===== config.mk =====
export PLATFORM = sky130hd
export DESIGN_NAME = sdbb_ctrl
export DESIGN_NICKNAME = d
export VERILOG_FILES = /design/src/sv/sdbb_pkg.sv /design/src/sv/sdbb_ctrl.sv
export SDC_FILE = /design/constraint.sdc
export NUM_CORES = 1
export LEC_CHECK = 0
export BUFFER_PORTS_ARGS = -buffer_cell sky130_fd_sc_hd__buf_2
export CAP_MARGIN = 10
export CORE_MARGIN = 8
export CORE_UTILIZATION = 36
export DETAILED_ROUTE_END_ITERATION = 10
export SLEW_MARGIN = 30
export SYNTH_ARGS = -nofsm -noshare
export SYNTH_HDL_FRONTEND = slang
export SYNTH_SLANG_ARGS = --single-unit

===== constraint.sdc =====
create_clock -name clk -period 4.44 [get_ports clk]
set_clock_uncertainty 0.2 [all_clocks]
set_input_delay 0.222 -clock clk [delete_from_list [all_inputs] [get_ports clk]]
set_output_delay 0.222 -clock clk [all_outputs]
set_load 0.05 [all_outputs]

===== src/sv/sdbb_pkg.sv =====
// Shared types, constants and tables for the sliding DFT bin bank.
`default_nettype none

package sdbb_pkg;

    localparam int NUM_BINS_DEF  = 16;
    localparam int WINDOW_DEF    = 256;
    localparam int SAMPLE_BITS   = 16;
    localparam int CORDIC_STEPS  = 16;

    localparam logic signed [42:0] ROT_GAIN = 43'sd652032874;
    localparam logic [15:0]        MAG_GAIN = 16'd39797;
    localparam logic [35:0]        MAX36    = 36'hFFFFFFFFF;

    typedef enum logic [2:0] {
        CFG_WINDOW_LENGTH   = 3'd0,
        CFG_BINS_IN_USE     = 3'd1,
        CFG_CENTER_STEP     = 3'd2,
        CFG_HALF_SPACING    = 3'd3,
        CFG_POWER_THRESHOLD = 3'd4
    } cfg_index_t;

    localparam logic MODE_PUSH  = 1'b0;
    localparam logic MODE_QUERY = 1'b1;

    typedef struct packed {
        logic                          mode;
        logic signed [SAMPLE_BITS-1:0] sample;
    } in_item_t;

    typedef struct packed {
        logic [35:0]        power_sum;
        logic               below_threshold;
        logic [3:0]         strongest_bin;
        logic signed [15:0] strongest_phase;
    } out_item_t;

    typedef enum logic [3:0] {
        OP_NONE,
        OP_CLEAR,
        OP_PUSH_START,
        OP_DIFF,
        OP_STEP,
        OP_ANGLE,
        OP_ROT_LOAD,
        OP_CORDIC,
        OP_ROT_SAT,
        OP_PROD,
        OP_BIN_ADD,
        OP_PUSH_END,
        OP_QRY_START,
        OP_VEC_LOAD,
        OP_MAG,
        OP_QRY_ACC
    } op_t;

    typedef struct packed {
        op_t  op;
        logic out_load;
    } dp_cmd_t;

    typedef struct packed {
        logic clear_last;
        logic iter_last;
        logic k_last;
    } dp_status_t;

    // arctan(2^-i) in 2^-32 turns
    function automatic logic signed [33:0] atan_turn(input logic [3:0] i);
        logic signed [33:0] r;
        begin
            r = '0;
            case (i)
                4'd0:  r = 34'sh020000000;
                4'd1:  r = 34'sh012E4051E;
                4'd2:  r = 34'sh009FB385B;
                4'd3:  r = 34'sh0051111D4;
                4'd4:  r = 34'sh0028B0D43;
                4'd5:  r = 34'sh00145D7E1;
                4'd6:  r = 34'sh000A2F61E;
                4'd7:  r = 34'sh000517C55;
                4'd8:  r = 34'sh00028BE53;
                4'd9:  r = 34'sh000145F2F;
                4'd10: r = 34'sh0000A2F98;
                4'd11: r = 34'sh0000517CC;
                4'd12: r = 34'sh000028BE6;
                4'd13: r = 34'sh0000145F3;
                4'd14: r = 34'sh00000A2FA;
                default: r = 34'sh00000517D;
            endcase
            return r;
        end
    endfunction

endpackage

`default_nettype wire


===== src/sv/sdbb_ctrl.sv =====
// Controller: sequences clearing, bin updates and queries over the shared datapath.
`default_nettype none

module sdbb_ctrl (
    input  wire                  clk,
    input  wire                  rst_n,
    input  wire                  in_valid,
    input  wire                  in_mode,
    output logic                 in_stall,
    output logic                 out_valid,
    input  wire                  out_stall,
    input  wire sdbb_pkg::dp_status_t status,
    output sdbb_pkg::dp_cmd_t    cmd
);

    typedef enum logic [3:0] {
        S_CLEAR,
        S_IDLE,
        S_DIFF,
        S_STEP,
        S_ANGLE,
        S_ROT_LOAD,
        S_ROT_RUN,
        S_ROT_SAT,
        S_PROD,
        S_BIN_ADD,
        S_PUSH_END,
        S_VEC_LOAD,
        S_VEC_RUN,
        S_MAG,
        S_QACC,
        S_QEND
    } state_t;

    state_t state_reg;
    state_t state_next;
    logic   out_valid_reg;
    logic   out_valid_next;
    logic   take;

    assign in_stall  = (state_reg != S_IDLE);
    assign out_valid = out_valid_reg;
    assign take      = in_valid && !in_stall;

    always_comb
    begin
        state_next     = state_reg;
        cmd.op         = sdbb_pkg::OP_NONE;
        cmd.out_load   = 1'b0;
        out_valid_next = out_valid_reg && out_stall;
        unique case (state_reg)
            S_CLEAR:
            begin
                cmd.op = sdbb_pkg::OP_CLEAR;
                if (status.clear_last)
                    state_next = S_IDLE;
            end
            S_IDLE:
            begin
                if (take)
                begin
                    if (in_mode == sdbb_pkg::MODE_QUERY)
                    begin
                        cmd.op     = sdbb_pkg::OP_QRY_START;
                        state_next = S_VEC_LOAD;
                    end
                    else
                    begin
                        cmd.op     = sdbb_pkg::OP_PUSH_START;
                        state_next = S_DIFF;
                    end
                end
            end
            S_DIFF:
            begin
                cmd.op     = sdbb_pkg::OP_DIFF;
                state_next = S_STEP;
            end
            S_STEP:
            begin
                cmd.op     = sdbb_pkg::OP_STEP;
                state_next = S_ANGLE;
            end
            S_ANGLE:
            begin
                cmd.op     = sdbb_pkg::OP_ANGLE;
                state_next = S_ROT_LOAD;
            end
            S_ROT_LOAD:
            begin
                cmd.op     = sdbb_pkg::OP_ROT_LOAD;
                state_next = S_ROT_RUN;
            end
            S_ROT_RUN:
            begin
                cmd.op = sdbb_pkg::OP_CORDIC;
                if (status.iter_last)
                    state_next = S_ROT_SAT;
            end
            S_ROT_SAT:
            begin
                cmd.op     = sdbb_pkg::OP_ROT_SAT;
                state_next = S_PROD;
            end
            S_PROD:
            begin
                cmd.op     = sdbb_pkg::OP_PROD;
                state_next = S_BIN_ADD;
            end
            S_BIN_ADD:
            begin
                cmd.op     = sdbb_pkg::OP_BIN_ADD;
                state_next = status.k_last ? S_PUSH_END : S_STEP;
            end
            S_PUSH_END:
            begin
                cmd.op     = sdbb_pkg::OP_PUSH_END;
                state_next = S_IDLE;
            end
            S_VEC_LOAD:
            begin
                cmd.op     = sdbb_pkg::OP_VEC_LOAD;
                state_next = S_VEC_RUN;
            end
            S_VEC_RUN:
            begin
                cmd.op = sdbb_pkg::OP_CORDIC;
                if (status.iter_last)
                    state_next = S_MAG;
            end
            S_MAG:
            begin
                cmd.op     = sdbb_pkg::OP_MAG;
                state_next = S_QACC;
            end
            S_QACC:
            begin
                cmd.op     = sdbb_pkg::OP_QRY_ACC;
                state_next = status.k_last ? S_QEND : S_VEC_LOAD;
            end
            S_QEND:
            begin
                // wait for the output register to drain
                if (!out_valid_reg || !out_stall)
                begin
                    cmd.out_load   = 1'b1;
                    out_valid_next = 1'b1;
                    state_next     = S_IDLE;
                end
            end
            default: state_next = S_IDLE;
        endcase
    end

    always_ff @(posedge clk or negedge rst_n)
    begin
        if (!rst_n)
        begin
            state_reg     <= S_CLEAR;
            out_valid_reg <= 1'b0;
        end
        else
        begin
            state_reg     <= state_next;
            out_valid_reg <= out_valid_next;
        end
    end

endmodule

`default_nettype wire


==> flow_metrics.py <==
metrics = {
    "route": {
        "met2RoutedLength_um": 558,
        "m1WireLength_um": 557,
        "drc": 0,
        "wl_per_cell_um": 11.9,
        "drtPass1Iterations": 4,
        "finalWirelength_um": 1150,
        "routed-wl-met3_um": 37,
        "dr_total_vias": 522,
        "ant_nets": 0,
        "via_per_inst": 5.38,
        "drt_iter0_drc": 10,
        "route.top_layer_used": "met3",
    },
    "global_route": {
        "grt_antenna_before_repair": 0,
        "vias_in_the_first_global_route": 441,
        "gr-total-overflow": 0,
        "grt_first_pass_wirelength_um": 1880,
        "globalRouteTotalUtil_pct": 8.57,
        "largest_net_degree_at_the_start_of_global_routing": 21,
    },
    "setup_path": {
        "critical_path_required_ns": 4.02,
        "cp_cell_sequence": "nor2b_1 -> o21ai_1 -> nand3_1 -> buf_2",
        "crit_path_max_fanout": 18,
        "crit_path_start": "state_reg[0]$_DFFE_PN0P_",
        "timing.setup.critical_path_class": "flop to output port",
        "kind_of_capture_point_of_the_worst_setup_path": "output port",
        "worst_setup_path_start_kind": "flop",
        "crit_path_top_delay_cell": "sky130_fd_sc_hd__dfrtp_1",
        "cp_slowest_stage_delay_ns": 0.65,
        "worst_ep_arrival_time_ns": 1.61,
        "reg2reg_from": "state_reg[0]$_DFFE_PN0P_",
    },
    "yosys": {
        "postSynthNetCount": 79,
        "netlist-cell-type-count": 29,
        "seq_area_frac_synth_pct": 25.3,
        "ys_seq_elements": 5,
        "synthesis.yosys.warnings": 0,
        "netlist_instances": 71,
        "cell_area_synth_um2": 494,
        "synth_area_per_cell_um2": 6.96,
    },
    "floorplanning": {
        "die_width_um": 53.1,
        "initial_core_util_pct": 38.5,
        "die_h_um": 53.1,
        "placement_rows": 13,
        "io-pin-count": 15,
        "placeableCoreArea_mm2": 0.00128,
        "die-area_mm2": 0.00281,
    },
    "layout": {
        "layout_common_cells": "14 x sky130_fd_sc_hd__buf_2, 10 x sky130_fd_sc_hd__nand2_1, 8 x sky130_fd_sc_hd__o21ai_1, 6 x sky130_fd_sc_hd__nor2_1",
        "largest_register_ff_count": 4,
        "final.fill_count": 140,
        "drive_above_1_share_pct": 23.2,
        "commonest_non_fill_non_tap_cell_in_the_layout": "sky130_fd_sc_hd__buf_2",
        "layout_nets": 91,
        "antenna_cells": 0,
        "area_growth_syn_to_layout_pct": 15.9,
    },
    "placed_design": {
        "io_buffers": 14,
        "place_hpwl_um": 857,
        "gp_congestion": 0.780,
    },
    "timing": {
        "max-slew-margin-rel_pct": 63.9,
        "final-max-slew-violation-count": 0,
        "clock.fmax_mhz": 491,
        "grt_setup_unrepaired": "false",
        "finalHoldViolCount": 0,
        "final-setup-viol-count": 0,
        "tns_ns": 0,
        "fin_crit_ns": 2.04,
        "worst-slew-pin-transition_ns": 0.541,
        "fin_crit_sh_pct": 45.9,
    },
    "clocking": {
        "cts_buffers": 3,
        "insertion_delay_ns": 0.24,
        "cts.clk_slew.worst_paths_ns": 0.04,
        "max-clock-path-buffers": 2,
        "tritoncts": "yes",
        "clock_tree.root_cell": "sky130_fd_sc_hd__clkbuf_4",
        "cts-htree-levels": 1,
        "postCtsResizedCells": 0,
        "cts.sink_count": 5,
    },
    "status": {
        "status": "finished, final reports clean",
    },
    "worst_hold_path": {
        "worstHoldStart": "out_stall",
        "worst_hold_path_type": "input pin to flop",
    },
    "flow_run": {
        "maxCapViolCount": 0,
    },
}
-- cell families after synthesis --
family,share of synthesized area [%]
DFF,25.3
and+or+nand+nor,29.4
buffers and inverters,10.9
xor gates and xnor gates,1.77
muxes,4.30
AOI/OAI and AO/OA,28.4
-- final timing paths --
kind / depth (start not counted) / slack (ns) / endpoint
max: 4 / 2.40 / cmd[4]
min: 3 / 0.07 / out_valid$_DFF_PN0_
max reg2reg: 4 / 2.60 / state_reg[3]$_DFFE_PN0P_
min reg2reg: 2 / 0.39 / out_valid$_DFF_PN0_
max in group asynchronous: 2 / 3.80 / state_reg[0]$_DFFE_PN0P_
min in group asynchronous: 2 / 0.12 / state_reg[3]$_DFFE_PN0P_
-- per-stage QoR --
stage                     instance area, um^2  hold slack, ns  util (%)  setup slack [ns]  instances
after floorplan                           494          -0.274         -              2.28         71
after global placement                    537          -0.159      41.8              2.60         92
after detailed placement                  537          -0.161      41.8              2.58         92
after CTS                                 573          0.0714      44.6              2.37         97
after global routing                      573          0.0842      44.6              2.23         97
final                                     573          0.0707      44.6              2.40         97
-- area by class of cell --
cell class | count | area [um^2] | area share (%)
timing repair buffer | 15 | 80.1 | 14.0
multi-input combinational | 56 | 315 | 55.0
sequential | 5 | 125 | 21.8
inverter | 2 | 7.51 | 1.31
clock buffer | 4 | 26.3 | 4.59
tap | 15 | 18.8 | 3.28
-- routing by layer --
layer	vias to the layer above	track usage (%)
li1	270	-
met1	243	11.6
met2	9	12.7
met3	0	3.36
met4	0	1.26
met5	-	0
-- worst max-delay path, delay by kind of cell (launching register included) --
family	cells	cell delay (ns)
AO/OA/AOI/OAI	1	0.09
buffers and inverters	1	0.26
flip-flops	1	0.65
AND/OR/NAND/NOR	2	0.37
-- cells in the mapped netlist --
| cell type | n | area share [%] |
|---|---|---|
| sky130_fd_sc_hd__dfrtp_1 | 5 | 25 |
| sky130_fd_sc_hd__buf_2 | 4 | 4.1 |
| sky130_fd_sc_hd__o21ai_1 | 8 | 8.1 |
| sky130_fd_sc_hd__nor2_1 | 6 | 4.6 |
| sky130_fd_sc_hd__or3_1 | 1 | 1.3 |
| sky130_fd_sc_hd__o21bai_1 | 1 | 1.5 |
| sky130_fd_sc_hd__inv_1 | 1 | 0.76 |
| sky130_fd_sc_hd__mux2i_1 | 1 | 2.0 |
| sky130_fd_sc_hd__nor3b_1 | 1 | 1.5 |
| sky130_fd_sc_hd__buf_4 | 1 | 1.5 |
| sky130_fd_sc_hd__mux2_2 | 1 | 2.3 |
| sky130_fd_sc_hd__inv_2 | 1 | 0.76 |
| sky130_fd_sc_hd__nand3_1 | 2 | 2.0 |
| sky130_fd_sc_hd__nand4_1 | 1 | 1.3 |
| sky130_fd_sc_hd__nor3_1 | 1 | 1.0 |
| sky130_fd_sc_hd__nor2b_1 | 2 | 2.5 |
| sky130_fd_sc_hd__o2bb2ai_1 | 1 | 1.8 |
| sky130_fd_sc_hd__a32o_1 | 1 | 2.0 |
| sky130_fd_sc_hd__nand2_1 | 10 | 7.6 |
| sky130_fd_sc_hd__xor2_1 | 1 | 1.8 |
| sky130_fd_sc_hd__a211oi_1 | 2 | 3.0 |
| sky130_fd_sc_hd__a22oi_1 | 1 | 1.5 |
| sky130_fd_sc_hd__buf_6 | 1 | 2.3 |
| sky130_fd_sc_hd__and3_1 | 1 | 1.3 |
| sky130_fd_sc_hd__a21oi_1 | 5 | 5.1 |
| sky130_fd_sc_hd__a31oi_1 | 3 | 3.8 |
| sky130_fd_sc_hd__nand2b_1 | 5 | 6.3 |
| sky130_fd_sc_hd__o211ai_1 | 1 | 1.5 |
| sky130_fd_sc_hd__clkbuf_1 | 2 | 1.5 |
-- what timing repair did --
action | CTS | global route
setup endpoints to repair | 0 | 0
hold buffers | 1 | 0
hold endpoints to repair | 5 | 0
setup buffers | 0 | 0
Power is left out: the tool's default activity adds up to more than one toggle a clock period on the data nets, which glitch-free logic cannot reach.
